<file path="src/rtl/assert_macros.svh">
// Assertion macros shared by the encoder modules.
`ifndef ASSERT_MACROS_SVH
`define ASSERT_MACROS_SVH

// Same-cycle implication, checked out of reset.
`define PWLE_ASSERT_IMP(lbl, clk, rst_n, ante, cons) \
    lbl: assert property (@(posedge clk) disable iff (!(rst_n)) (ante) |-> (cons)) \
        else $error("assertion failed");

// Next-cycle implication, checked out of reset.
`define PWLE_ASSERT_NXT(lbl, clk, rst_n, ante, cons) \
    lbl: assert property (@(posedge clk) disable iff (!(rst_n)) (ante) |=> (cons)) \
        else $error("assertion failed");

`endif

</file>
<file path="src/rtl/pwle_pkg.sv">
// Types and constants of the pulse width byte line encoder.
`default_nettype none

package pwle_pkg;

    typedef enum logic [1:0] {
        ACT_START  = 2'd0,
        ACT_DATA   = 2'd1,
        ACT_FINISH = 2'd2,
        ACT_NONE   = 2'd3
    } t_action;

    localparam logic [2:0] CFG_START_SCANS   = 3'd0;
    localparam logic [2:0] CFG_ONE_SCANS     = 3'd1;
    localparam logic [2:0] CFG_ZERO_SCANS    = 3'd2;
    localparam logic [2:0] CFG_START_WAKEUPS = 3'd3;
    localparam logic [2:0] CFG_INTER_WAKEUPS = 3'd4;

    localparam logic [3:0] MAX_WAKE = 4'd8;
    localparam logic [8:0] SUM_MULT = 9'h17b;
    localparam int         SUM_SHIFT = 11;

    localparam int QDEPTH = 4;
    localparam int QAW    = $clog2(QDEPTH);

    typedef struct packed {
        logic [7:0] start_scans;
        logic [7:0] one_scans;
        logic [7:0] zero_scans;
        logic [3:0] start_wakeups;
        logic [3:0] inter_wakeups;
    } t_cfg;

    typedef struct packed {
        logic       err;
        logic [3:0] wakeups;
        logic [7:0] data;
    } t_cmd;

    typedef enum logic [1:0] {
        S_IDLE,
        S_WAKE_START,
        S_BITS,
        S_WAKE_INTER
    } t_seq_state;

    function automatic logic [3:0] clamp_wake(input logic [3:0] n);
        return (n > MAX_WAKE) ? MAX_WAKE : n;
    endfunction

endpackage

`default_nettype wire

</file>
<file path="src/rtl/pulse_width_byte_line_encoder.sv">
// Top level of the pulse width byte line encoder: configuration and wiring.
//
// Usage: items enter on the s_ stream, tuser = action (0 start with payload
// length in tdata, 1 payload byte in tdata, 2 finish with checksum, 3 ignored).
// Each item's pulses leave on the m_ stream, one per transfer: tdata = pulse
// width in scans, tlast marks the final pulse of an item, tuser flags an
// error (width 0, single pulse). Pulse widths and wake-up counts are to be
// written through the cfg port only while the block is idle; the block itself
// does not enforce this. The first pulse of an item passes the command queue,
// the sequencer state and the output register; an error pulse passes the
// queue and the output register. Throughput: the sequencer sends one pulse
// per cycle while the receiver takes them, and takes a command only in its
// idle state, after the last pulse of the previous one. The front end accepts
// one item per cycle until the four-entry command queue is full.
// Reset clears the checksum, closes any message, empties the queue and loads
// the default widths and counts. When the receiver stalls the output register
// holds its pulse, the sequencer waits, and input stalls once the queue fills.
`default_nettype none

module pulse_width_byte_line_encoder (
    input  wire logic       i_clk,
    input  wire logic       i_rst_n,
    input  wire logic       i_s_tvalid,
    output logic            o_s_tready,
    input  wire logic [7:0] i_s_tdata,   // [7:0] data_byte
    input  wire logic [1:0] i_s_tuser,   // [1:0] action
    output logic            o_m_tvalid,
    input  wire logic       i_m_tready,
    output logic [7:0]      o_m_tdata,   // [7:0] pulse_scans
    output logic            o_m_tlast,
    output logic            o_m_tuser,   // [0] error
    input  wire logic       i_cfg_we,
    input  wire logic [2:0] i_cfg_idx,
    input  wire logic [7:0] i_cfg_data
);

    pwle_pkg::t_cfg r_cfg;
    pwle_pkg::t_cmd push_cmd;
    pwle_pkg::t_cmd head_cmd;
    logic           push;
    logic           pop;
    logic           q_valid;
    logic           q_full;

    always_ff @(posedge i_clk) begin
        if (!i_rst_n) begin
            r_cfg.start_scans   <= 8'd3;
            r_cfg.one_scans     <= 8'd12;
            r_cfg.zero_scans    <= 8'd8;
            r_cfg.start_wakeups <= 4'd4;
            r_cfg.inter_wakeups <= 4'd1;
        end else if (i_cfg_we) begin
            unique case (i_cfg_idx)
                pwle_pkg::CFG_START_SCANS:   r_cfg.start_scans   <= i_cfg_data;
                pwle_pkg::CFG_ONE_SCANS:     r_cfg.one_scans     <= i_cfg_data;
                pwle_pkg::CFG_ZERO_SCANS:    r_cfg.zero_scans    <= i_cfg_data;
                pwle_pkg::CFG_START_WAKEUPS: r_cfg.start_wakeups <= i_cfg_data[3:0];
                pwle_pkg::CFG_INTER_WAKEUPS: r_cfg.inter_wakeups <= i_cfg_data[3:0];
                default: begin
                end
            endcase
        end
    end

    pwle_front u_front (
        .i_clk           (i_clk),
        .i_rst_n         (i_rst_n),
        .i_s_tvalid      (i_s_tvalid),
        .o_s_tready      (o_s_tready),
        .i_s_tdata       (i_s_tdata),
        .i_s_tuser       (i_s_tuser),
        .i_start_wakeups (r_cfg.start_wakeups),
        .i_q_full        (q_full),
        .o_push          (push),
        .o_cmd           (push_cmd)
    );

    pwle_queue u_queue (
        .i_clk   (i_clk),
        .i_rst_n (i_rst_n),
        .i_push  (push),
        .i_cmd   (push_cmd),
        .i_pop   (pop),
        .o_cmd   (head_cmd),
        .o_valid (q_valid),
        .o_full  (q_full)
    );

    pwle_back u_back (
        .i_clk       (i_clk),
        .i_rst_n     (i_rst_n),
        .i_cfg       (r_cfg),
        .i_cmd       (head_cmd),
        .i_cmd_valid (q_valid),
        .o_cmd_pop   (pop),
        .o_m_tvalid  (o_m_tvalid),
        .i_m_tready  (i_m_tready),
        .o_m_tdata   (o_m_tdata),
        .o_m_tlast   (o_m_tlast),
        .o_m_tuser   (o_m_tuser)
    );

endmodule

`default_nettype wire

</file>
<file path="src/rtl/pwle_front.sv">
// Front end: accepts items, tracks message state and checksum, issues commands.
`default_nettype none

`include "assert_macros.svh"

module pwle_front (
    input  wire logic               i_clk,
    input  wire logic               i_rst_n,
    input  wire logic               i_s_tvalid,
    output logic                    o_s_tready,
    input  wire logic [7:0]         i_s_tdata,
    input  wire logic [1:0]         i_s_tuser,
    input  wire logic [3:0]         i_start_wakeups,
    input  wire logic               i_q_full,
    output logic                    o_push,
    output pwle_pkg::t_cmd          o_cmd
);

    logic [31:0] r_sum;
    logic [31:0] n_sum;
    logic [8:0]  r_left;
    logic [8:0]  n_left;
    logic        accept;
    logic [31:0] base;
    logic [7:0]  byte_in;
    logic [31:0] prod;
    logic [31:0] next_sum;
    logic        upd_sum;
    pwle_pkg::t_action act;

    assign o_s_tready = !i_q_full;
    assign accept     = i_s_tvalid && o_s_tready;
    assign act        = pwle_pkg::t_action'(i_s_tuser);

    assign prod     = 32'(base * pwle_pkg::SUM_MULT);
    assign next_sum = prod + {24'd0, byte_in} + 32'($signed(base) >>> pwle_pkg::SUM_SHIFT);

    always_comb begin
        base        = r_sum;
        byte_in     = i_s_tdata;
        upd_sum     = 1'b0;
        n_left      = r_left;
        o_push      = 1'b0;
        o_cmd.err   = 1'b0;
        o_cmd.wakeups = 4'd0;
        o_cmd.data  = i_s_tdata;
        unique case (act)
            pwle_pkg::ACT_START: begin
                base          = 32'd0;
                byte_in       = i_s_tdata + 8'd2;
                upd_sum       = 1'b1;
                n_left        = {1'b0, i_s_tdata} + 9'd1;
                o_push        = 1'b1;
                o_cmd.wakeups = pwle_pkg::clamp_wake(i_start_wakeups);
                o_cmd.data    = byte_in;
            end
            pwle_pkg::ACT_DATA: begin
                o_push = 1'b1;
                if (r_left <= 9'd1) begin
                    o_cmd.err = 1'b1;
                end else begin
                    upd_sum = 1'b1;
                    n_left  = r_left - 9'd1;
                end
            end
            pwle_pkg::ACT_FINISH: begin
                o_push = 1'b1;
                if (r_left == 9'd0) begin
                    o_cmd.err = 1'b1;
                end else begin
                    byte_in    = r_sum[7:0];
                    o_cmd.data = r_sum[7:0];
                    upd_sum    = 1'b1;
                    n_left     = 9'd0;
                end
            end
            pwle_pkg::ACT_NONE: begin
                o_push = 1'b0;
            end
            default: begin
                o_push = 1'b0;
            end
        endcase
        if (!accept) begin
            o_push  = 1'b0;
            upd_sum = 1'b0;
            n_left  = r_left;
        end
        n_sum = upd_sum ? next_sum : r_sum;
    end

    always_ff @(posedge i_clk) begin
        if (!i_rst_n) begin
            r_sum  <= 32'd0;
            r_left <= 9'd0;
        end else begin
            r_sum  <= n_sum;
            r_left <= n_left;
        end
    end

    `PWLE_ASSERT_NXT(a_err_keeps_state, i_clk, i_rst_n, o_push && o_cmd.err,
        $stable(r_left) && $stable(r_sum))
    `PWLE_ASSERT_IMP(a_push_has_room, i_clk, i_rst_n, o_push, !i_q_full)

endmodule

`default_nettype wire

</file>
<file path="src/rtl/pwle_queue.sv">
// Command queue between the front end and the pulse sequencer.
`default_nettype none

`include "assert_macros.svh"

module pwle_queue (
    input  wire logic           i_clk,
    input  wire logic           i_rst_n,
    input  wire logic           i_push,
    input  wire pwle_pkg::t_cmd i_cmd,
    input  wire logic           i_pop,
    output pwle_pkg::t_cmd      o_cmd,
    output logic                o_valid,
    output logic                o_full
);

    pwle_pkg::t_cmd          r_mem [pwle_pkg::QDEPTH];
    logic [pwle_pkg::QAW-1:0] r_wr;
    logic [pwle_pkg::QAW-1:0] r_rd;
    logic [pwle_pkg::QAW:0]   r_count;

    assign o_valid = (r_count != '0);
    assign o_full  = (r_count == (pwle_pkg::QAW+1)'(pwle_pkg::QDEPTH));
    assign o_cmd   = r_mem[r_rd];

    always_ff @(posedge i_clk) begin
        if (i_push) begin
            r_mem[r_wr] <= i_cmd;
        end
    end

    always_ff @(posedge i_clk) begin
        if (!i_rst_n) begin
            r_wr    <= '0;
            r_rd    <= '0;
            r_count <= '0;
        end else begin
            if (i_push) begin
                r_wr <= r_wr + (pwle_pkg::QAW)'(1);
            end
            if (i_pop) begin
                r_rd <= r_rd + (pwle_pkg::QAW)'(1);
            end
            if (i_push && !i_pop) begin
                r_count <= r_count + (pwle_pkg::QAW+1)'(1);
            end else if (i_pop && !i_push) begin
                r_count <= r_count - (pwle_pkg::QAW+1)'(1);
            end
        end
    end

    `PWLE_ASSERT_IMP(a_no_underflow, i_clk, i_rst_n, i_pop, o_valid)
    `PWLE_ASSERT_IMP(a_count_bound, i_clk, i_rst_n, 1'b1,
        r_count <= (pwle_pkg::QAW+1)'(pwle_pkg::QDEPTH))

endmodule

`default_nettype wire

</file>
<file path="src/rtl/pwle_back.sv">
// Pulse sequencer: expands commands into wake-up and bit pulses, or a single error pulse.
`default_nettype none

`include "assert_macros.svh"

module pwle_back (
    input  wire logic           i_clk,
    input  wire logic           i_rst_n,
    input  wire pwle_pkg::t_cfg i_cfg,
    input  wire pwle_pkg::t_cmd i_cmd,
    input  wire logic           i_cmd_valid,
    output logic                o_cmd_pop,
    output logic                o_m_tvalid,
    input  wire logic           i_m_tready,
    output logic [7:0]          o_m_tdata,
    output logic                o_m_tlast,
    output logic                o_m_tuser
);

    pwle_pkg::t_seq_state r_state;
    pwle_pkg::t_seq_state n_state;
    logic [3:0] r_cnt;
    logic [3:0] n_cnt;
    logic [3:0] r_sw;
    logic [3:0] n_sw;
    logic [7:0] r_data;
    logic [7:0] n_data;
    logic [3:0] iw;
    logic [3:0] cnt_inc;
    logic       emit_ok;
    logic       take;
    logic       emit;
    logic [7:0] e_scans;
    logic       e_last;
    logic       e_err;
    logic       r_out_valid;
    logic [7:0] r_out_scans;
    logic       r_out_last;
    logic       r_out_err;

    assign iw      = pwle_pkg::clamp_wake(i_cfg.inter_wakeups);
    assign cnt_inc = r_cnt + 4'd1;
    assign emit_ok = !r_out_valid || i_m_tready;
    assign take    = emit_ok && i_cmd_valid;

    always_comb begin
        n_state = r_state;
        n_cnt   = r_cnt;
        n_sw    = r_sw;
        n_data  = r_data;
        unique case (r_state)
            pwle_pkg::S_IDLE: begin
                if (take && !i_cmd.err) begin
                    n_sw    = i_cmd.wakeups;
                    n_data  = i_cmd.data;
                    n_cnt   = 4'd0;
                    n_state = (i_cmd.wakeups != 4'd0) ? pwle_pkg::S_WAKE_START
                                                     : pwle_pkg::S_BITS;
                end
            end
            pwle_pkg::S_WAKE_START: begin
                if (emit_ok) begin
                    if (cnt_inc == r_sw) begin
                        n_cnt   = 4'd0;
                        n_state = pwle_pkg::S_BITS;
                    end else begin
                        n_cnt = cnt_inc;
                    end
                end
            end
            pwle_pkg::S_BITS: begin
                if (emit_ok) begin
                    if (r_cnt == 4'd7) begin
                        n_cnt   = 4'd0;
                        n_state = (iw != 4'd0) ? pwle_pkg::S_WAKE_INTER : pwle_pkg::S_IDLE;
                    end else begin
                        n_cnt = cnt_inc;
                    end
                end
            end
            pwle_pkg::S_WAKE_INTER: begin
                if (emit_ok) begin
                    if (cnt_inc == iw) begin
                        n_cnt   = 4'd0;
                        n_state = pwle_pkg::S_IDLE;
                    end else begin
                        n_cnt = cnt_inc;
                    end
                end
            end
            default: begin
                n_state = pwle_pkg::S_IDLE;
            end
        endcase
    end

    always_comb begin
        o_cmd_pop = 1'b0;
        emit      = 1'b0;
        e_scans   = i_cfg.start_scans;
        e_last    = 1'b0;
        e_err     = 1'b0;
        unique case (r_state)
            pwle_pkg::S_IDLE: begin
                o_cmd_pop = take;
                emit      = take && i_cmd.err;
                e_scans   = 8'd0;
                e_last    = 1'b1;
                e_err     = 1'b1;
            end
            pwle_pkg::S_WAKE_START: begin
                emit = emit_ok;
            end
            pwle_pkg::S_BITS: begin
                emit    = emit_ok;
                e_scans = r_data[r_cnt[2:0]] ? i_cfg.one_scans : i_cfg.zero_scans;
                e_last  = (r_cnt == 4'd7) && (iw == 4'd0);
            end
            pwle_pkg::S_WAKE_INTER: begin
                emit   = emit_ok;
                e_last = (cnt_inc == iw);
            end
            default: begin
                emit = 1'b0;
            end
        endcase
    end

    always_ff @(posedge i_clk) begin
        if (!i_rst_n) begin
            r_state     <= pwle_pkg::S_IDLE;
            r_cnt       <= 4'd0;
            r_out_valid <= 1'b0;
        end else begin
            r_state <= n_state;
            r_cnt   <= n_cnt;
            if (emit) begin
                r_out_valid <= 1'b1;
            end else if (i_m_tready) begin
                r_out_valid <= 1'b0;
            end
        end
    end

    always_ff @(posedge i_clk) begin
        r_sw   <= n_sw;
        r_data <= n_data;
        if (emit) begin
            r_out_scans <= e_scans;
            r_out_last  <= e_last;
            r_out_err   <= e_err;
        end
    end

    assign o_m_tvalid = r_out_valid;
    assign o_m_tdata  = r_out_scans;
    assign o_m_tlast  = r_out_last;
    assign o_m_tuser  = r_out_err;

    `PWLE_ASSERT_IMP(a_err_shape, i_clk, i_rst_n, r_out_valid && r_out_err,
        r_out_last && (r_out_scans == 8'd0))
    `PWLE_ASSERT_IMP(a_pop_only_idle, i_clk, i_rst_n, o_cmd_pop,
        (r_state == pwle_pkg::S_IDLE) && emit_ok)
    `PWLE_ASSERT_NXT(a_stall_holds, i_clk, i_rst_n, r_out_valid && !i_m_tready,
        r_out_valid && $stable(r_out_scans) && $stable(r_out_last))

endmodule

`default_nettype wire

</file>
<file path="config.mk">
export PLATFORM = sky130hd
export DESIGN_NAME = pulse_width_byte_line_encoder
export DESIGN_NICKNAME = d
export VERILOG_FILES = /design/src/rtl/pwle_pkg.sv /design/src/rtl/pulse_width_byte_line_encoder.sv /design/src/rtl/pwle_front.sv /design/src/rtl/pwle_queue.sv /design/src/rtl/pwle_back.sv
export VERILOG_INCLUDE_DIRS = /design/src /design/src/rtl
export SDC_FILE = /design/constraint.sdc
export NUM_CORES = 1
export LEC_CHECK = 0
export BUFFER_PORTS_ARGS = -buffer_cell sky130_fd_sc_hd__clkbuf_2
export CAP_MARGIN = 40
export CORE_MARGIN = 4
export CORE_UTILIZATION = 50
export CTS_CLUSTER_DIAMETER = 100
export DETAILED_ROUTE_END_ITERATION = 8
export HOLD_SLACK_MARGIN = 0.03
export PLACE_DENSITY_LB_ADDON = 0.2
export SETUP_SLACK_MARGIN = 0.2
export SLEW_MARGIN = 5
export SYNTH_ARGS = -nofsm -noshare
export SYNTH_HDL_FRONTEND = slang
export SYNTH_SLANG_ARGS = --single-unit
export TNS_END_PERCENT = 30
</file>
<file path="constraint.sdc">
create_clock -name i_clk -period 6.4 [get_ports i_clk]
set_clock_uncertainty 0.2 [all_clocks]
set_input_delay 0.32 -clock i_clk [delete_from_list [all_inputs] [get_ports i_clk]]
set_output_delay 0.32 -clock i_clk [all_outputs]
set_load 0.02 [all_outputs]
</file>
==> results.py, run 1 <==
metrics = {
    "status": {
        "outcome": "finished, final reports clean",
    },
    "route": {
        "avgRoutedWirePerCell_um": 17.8,
        "ant_nets": 0,
        "routed_wirelength_um": 33700,
        "initialDrtViolationCount": 613,
        "firstDrtPassIters": 5,
        "route.detailed.drc": 0,
        "vias": 10100,
        "vias_per_cell": 5.37,
    },
    "logic_synthesis": {
        "synth-async-reset-ratio_pct": 0,
        "yosysMostFrequentCell": "inv_1",
        "synth_area_leaders": "fa_1, edfxtp_1, dfxtp_1",
        "ys_ff_latch": 163,
        "synthAdderAreaFrac_pct": 30.3,
        "syn_inst": 1459,
        "syn_nets": 1742,
        "synthSimpleGateAreaFrac_pct": 14.0,
        "syn_area_per_cell_um2": 9.73,
        "synth-compound-area-share_pct": 10.5,
        "synth_common_cells": "inv_1, fa_1, nand2_1",
        "synth_top_area_share_pct": 20.3,
        "synthMuxAreaShare_pct": 4.20,
        "synth-seq-area-share_pct": 28.2,
        "yosys.cell_types.count": 69,
        "ys_warn_count": 0,
        "syn_area_um2": 14200,
        "synth_edf_count": 74,
        "synth_top_family_by_area": "adder cells",
        "synthFlopType": "dfxtp_1",
        "synth_top_area_cell": "fa_1",
        "synthXorXnorAreaFrac_pct": 5.81,
    },
    "worst_setup_path": {
        "rr_startpoint": "u_front.r_sum[12]$_SDFFE_PN0P_",
        "crit_path_end_kind": "flip-flop",
        "crit_fanout": 8,
        "cp_data_required_time_ns": 6.55,
        "crit_start": "u_front.r_sum[12]$_SDFFE_PN0P_",
        "crit_arrival_ns": 6.04,
        "crit_type": "reg2reg",
        "cp-start-kind": "flip-flop",
    },
    "hold_path": {
        "worstHoldStart": "i_s_tdata[0]",
        "hp-class": "in2reg",
    },
    "place": {
        "preCtsSetupSlack_ns": 0.188,
        "place_congestion": 0.884,
        "hpwl_um": 26300,
        "port_buffers": 37,
        "placed_cells": 1845,
    },
    "clock_network": {
        "root_buffer": "clkbuf_16",
        "clkLatencyLatePin_ns": 0.44,
        "cts_tree": "done",
        "numCtsBuffers": 17,
        "htreeDepth": 4,
        "clockBufferDepth": 2,
        "clk_pin_slew_ns": 0.08,
        "cts.sinks": 163,
    },
    "global_route": {
        "grt_max_degree": 73,
        "grt_pass1_vias": 10300,
        "antenna_found_initial": 1,
        "grt_overflow_total": 0,
        "grt_use_total_pct": 22.6,
        "grt_pass1_wl_um": 55300,
    },
    "run": {
        "cap_violations": 0,
    },
    "layout": {
        "final_nets": 1781,
        "diodes": 0,
        "fin_util_pct": 56.1,
        "fin_cells": 1889,
        "area_growth_pct": 10.1,
        "drive_gt1_share_pct": 9.53,
    },
    "timing": {
        "layout_setup_ws_ns": 0.512,
        "maxSlewViolCount": 0,
        "rsz0062_at_grt": "false",
        "worst_pin_slew_ns": 0.849,
        "max_freq_mhz": 170,
        "fin_crit_ns": 5.89,
        "period_share_pct": 92.0,
        "hold_slack_ns": 0.131,
        "hold_viol": 0,
        "fin_setup_tns_ns": 0,
        "relSlewSlack_pct": 43.4,
        "setup_viol": 0,
    },
    "floorplan": {
        "num_io_pins": 38,
        "coreArea_um2": 27900,
        "die_y_um": 176,
        "die_area_um2": 31100,
        "die_x_um": 176,
        "num_rows": 61,
        "start_util_pct": 51.0,
    },
    "power_and_ir_drop": {
        "total_leakage_power_nw": 7.26,
        "power_density_nw_per_um2": 492,
        "ir_drop_v": 0.000272,
    },
}
## final cells by class
type                       count  area (um2)
fill                        2454       12200
multi-input combinational   1030        9200
sequential                   163        4000
inverter                     201         754
timing repair buffer          85         596
tap                          378         473
clock buffer                  17         425
clock inverter                15         183
## where the power goes
group          leakage, nW  internal (mW)  switching (mW)
Combinational         5.54           2.13            2.99
Clock                0.294          0.532           0.508
Sequential            1.42           1.32           0.210
## flip-flops by register name, summed over array words and instances (netlist names), named ones only
register,count
u_queue.r_mem,52
r_cfg,32
u_front.r_sum,32
u_front.r_left,9
u_back.o_m_tdata,8
u_back.r_data,8
u_back.r_cnt,4
u_back.r_sw,4
u_queue.r_count,3
u_back.r_state,2
u_queue.r_rd,2
u_queue.r_wr,2
u_back.o_m_tlast,1
u_back.o_m_tuser,1
u_back.o_m_tvalid,1
## metal layers
metal / global-route usage (%) / share of wire (%) / vias up
li1: - / - / 4930
met5: 0 / 0.039 / -
met4: 6.93 / 2.7 / 2
met3: 4.50 / 5.2 / 48
met2: 36.9 / 47 / 222
met1: 30.8 / 45 / 4939
## critical path, stage by stage (launching register included)
cell	delay (ns)
dfxtp_1	0.57
nor2b_1	0.41
inv_1	0.07
o21ai_0	0.33
fa_1	0.48
fa_1	0.47
fa_1	0.55
inv_1	0.05
fa_1	0.52
inv_1	0.04
ha_1	0.35
and4_4	0.26
and2_2	0.17
or4b_1	0.52
and4_4	0.24
or3_1	0.34
a311oi_1	0.24
## logic make-up after synthesis
family,count (synthesis)
AOI/OAI and AO/OA,235
DFF,163
and+or+nand+nor,407
adders and majority gates,257
xor gates and xnor gates,91
buffers and inverters,266
muxes,40
## final timing paths
path,endpoint,slack (ns),cells past startpoint
hold / removal,u_front.r_left[0]$_SDFFE_PN0P_,0.13,4
setup / recovery,u_front.r_sum[23]$_SDFFE_PN0P_,0.51,16
hold reg to reg,u_front.r_sum[24]$_SDFFE_PN0P_,0.25,2
setup reg to reg,u_front.r_sum[23]$_SDFFE_PN0P_,0.51,16
## metrics by stage
step / area [um2] / power, mW
6_report: 15600 / 7.69
5_1_grt: 15600 / 8.53
4_1_cts: 15600 / 7.72
3_5_place_dp: 14900 / 6.62
3_3_place_gp: 14900 / 6.54
2_1_floorplan: 14200 / 5.39
## placed cells by master (no fill, tap or decap), types with 36 or more instances in the layout
master	synthesis	final
a21oi_1	72	72
buf_4	0	36
clkbuf_2	0	37
dfxtp_1	89	89
edfxtp_1	74	74
fa_1	144	144
ha_1	113	112
inv_1	199	199
nand2_1	138	138
nor2_1	79	79
o21ai_0	61	60
xnor2_1	60	60
## what timing repair did
| item | in CTS | in global routing |
|---|---|---|
| setup buffers | 0 | 2 |
| hold endpoints to repair | 28 | 0 |
| endpoints found under the setup margin | 0 | 6 |
| hold buffers | 9 | 0 |
| resized for setup | 0 | 1 |
No activity file was read; power rests on OpenSTA's default activity.
==> run 2: changes to the inputs <==
clock period = 5.2 ns   (was 6.4 ns; I/O delays follow)
==> run 2 against run 1 <==
Effect of this change:
- the flow now finishes with violations (negative setup slack)
- final cell count increased by 12%
- via count up 11%
- worst hold slack worse by 0.055 ns
- first-iteration DRC count up 4.6%
- combinational power is 67% higher
- global-route usage grew 1.8 points
- non-clock buffer count grew 221
- design area up 15%
==> results.py, run 2 (synthesis results as in run 1) <==
metrics = {
    "status": {
        "outcome": "finished with violations",
        "violations": "negative setup slack",
    },
    "route": {
        "route.detailed.drc": 0,
        "avgRoutedWirePerCell_um": 17.7,
        "routed_wirelength_um": 37400,
        "initialDrtViolationCount": 641,
        "ant_nets": 0,
        "vias": 11200,
        "firstDrtPassIters": 7,
        "vias_per_cell": 5.32,
    },
    "timing": {
        "maxSlewViolCount": 0,
        "hold_slack_ns": 0.0760,
        "worst_pin_slew_ns": 0.857,
        "layout_setup_ws_ns": -0.126,
        "rsz0062_at_grt": "true",
        "relSlewSlack_pct": 42.9,
        "fin_crit_ns": 5.33,
        "max_freq_mhz": 188,
        "period_share_pct": 102,
        "fin_setup_tns_ns": -0.399,
        "setup_viol": 7,
        "hold_viol": 0,
    },
    "global_route": {
        "grt_overflow_total": 0,
        "antenna_found_initial": 0,
        "grt_use_total_pct": 24.4,
        "grt_pass1_wl_um": 60000,
        "grt_pass1_vias": 11600,
        "grt_max_degree": 47,
    },
    "place": {
        "placed_cells": 2046,
        "preCtsSetupSlack_ns": -0.586,
        "hpwl_um": 29100,
        "port_buffers": 37,
        "place_congestion": 0.887,
        "postPlaceCellArea_um2": 16600,
    },
    "layout": {
        "fin_area_um2": 18000,
        "largest_reg_flops": 52,
        "final_nets": 2002,
        "final_common_cell": "buf_4",
        "fin_util_pct": 64.8,
        "fin_cells": 2110,
        "regMostFlops": "u_queue.r_mem",
        "diodes": 0,
        "area_growth_pct": 27.1,
        "drive_gt1_share_pct": 27.6,
        "final_cell_mix": "buf_4, inv_1, fa_1",
        "reg_top3": "u_queue.r_mem x52, r_cfg x32, u_front.r_sum x32",
    },
    "clock_network": {
        "root_buffer": "clkbuf_16",
        "numCtsBuffers": 17,
        "htreeDepth": 4,
        "clockBufferDepth": 2,
        "cts_tree": "done",
        "clkLatencyLatePin_ns": 0.44,
        "clk_pin_slew_ns": 0.08,
        "cts.sinks": 163,
    },
    "power_and_ir_drop": {
        "power_density_nw_per_um2": 649,
        "total_leakage_power_nw": 8.43,
        "ir_drop_v": 0.000361,
        "p_total_mw": 11.7,
    },
    "floorplan": {
        "num_io_pins": 38,
        "start_util_pct": 51.0,
        "die_x_um": 176,
        "coreArea_um2": 27900,
        "num_rows": 61,
        "die_area_um2": 31100,
        "die_y_um": 176,
    },
    "worst_setup_path": {
        "cpPeakStageDelay_ns": 0.54,
        "path_delay_family": "adder cells",
        "path_common_cell": "fa_1",
        "crit_buf_inv": 4,
        "crit_arrival_ns": 5.46,
        "crit_fanout": 6,
        "crit_type": "reg2reg",
        "critical_path.cell_chain": "nor4_4 > nand4_1 > buf_6 > buf_6 > a21oi_4 > o22ai_4 > fa_1 > fa_1 > inv_2 > fa_1 > inv_2 > ha_4 > o211a_1 > a2111oi_4 > or4b_4 > and4_4 > or3_4 > a311oi_2",
        "slowest_stage": "fa_1",
        "cp_data_required_time_ns": 5.34,
        "crit_path_end_kind": "flip-flop",
        "cp-start-kind": "flip-flop",
    },
    "run": {
        "cap_violations": 0,
    },
    "hold_path": {
        "hp-class": "in2reg",
    },
}
## run 2: repair_timing
item	CTS	global route
hold buffers	9	0
gates resized for setup	34	106
pin swaps	25	81
endpoints found under the setup margin	23	24
hold endpoints to repair	33	0
gates cloned	0	0
buffers inserted	5	18
## run 2: routing by layer
metal  routed length [um]  part of all wire, %  up-vias  track usage [%]
li1                     -                    -     5370                -
met1                16200                   43     5507             32.9
met2                18600                   50      309             42.3
met3                 1690                  4.5       47             2.98
met4                  809                  2.2        0             5.87
met5                    0                    0        -                0
## run 2: worst paths after layout
kind / startpoint / endpoint / slack [ns] / cells after the start
worst max-delay path: u_front.r_left[4]$_SDFFE_PN0P_ / u_front.r_sum[23]$_SDFFE_PN0P_ / -0.13 / 18
worst min-delay path: i_s_tdata[0] / u_front.r_left[0]$_SDFFE_PN0P_ / 0.08 / 4
worst min register to register: r_cfg[15]$_SDFFE_PN0P_ / r_cfg[15]$_SDFFE_PN0P_ / 0.26 / 2
worst max register to register: u_front.r_left[4]$_SDFFE_PN0P_ / u_front.r_sum[23]$_SDFFE_PN0P_ / -0.13 / 18
## run 2: worst register-to-register path, stage by stage, from the launching register on
cell and delay (ns):
dfxtp_2 0.34, nor4_4 0.33, nand4_1 0.23, buf_6 0.20, buf_6 0.13, a21oi_4 0.13
o22ai_4 0.10, fa_1 0.50, fa_1 0.54, inv_2 0.04, fa_1 0.52, inv_2 0.05
ha_4 0.27, o211a_1 0.22, a2111oi_4 0.09, or4b_4 0.54, and4_4 0.22, or3_4 0.37
a311oi_2 0.23
## run 2: final cells by class
type / count / area, um2
clock buffer: 17 / 425
tap: 378 / 473
clock inverter: 15 / 179
timing repair buffer: 306 / 2340
multi-input combinational: 1030 / 9820
fill: 2191 / 9820
sequential: 163 / 4030
inverter: 201 / 776
## run 2: where the power goes
part	switching [mW]	internal (mW)	total [mW]
logic	4.44	4.12	8.56
registers	0.197	1.64	1.84
clock network	0.659	0.656	1.32
total	5.30	6.42	11.7
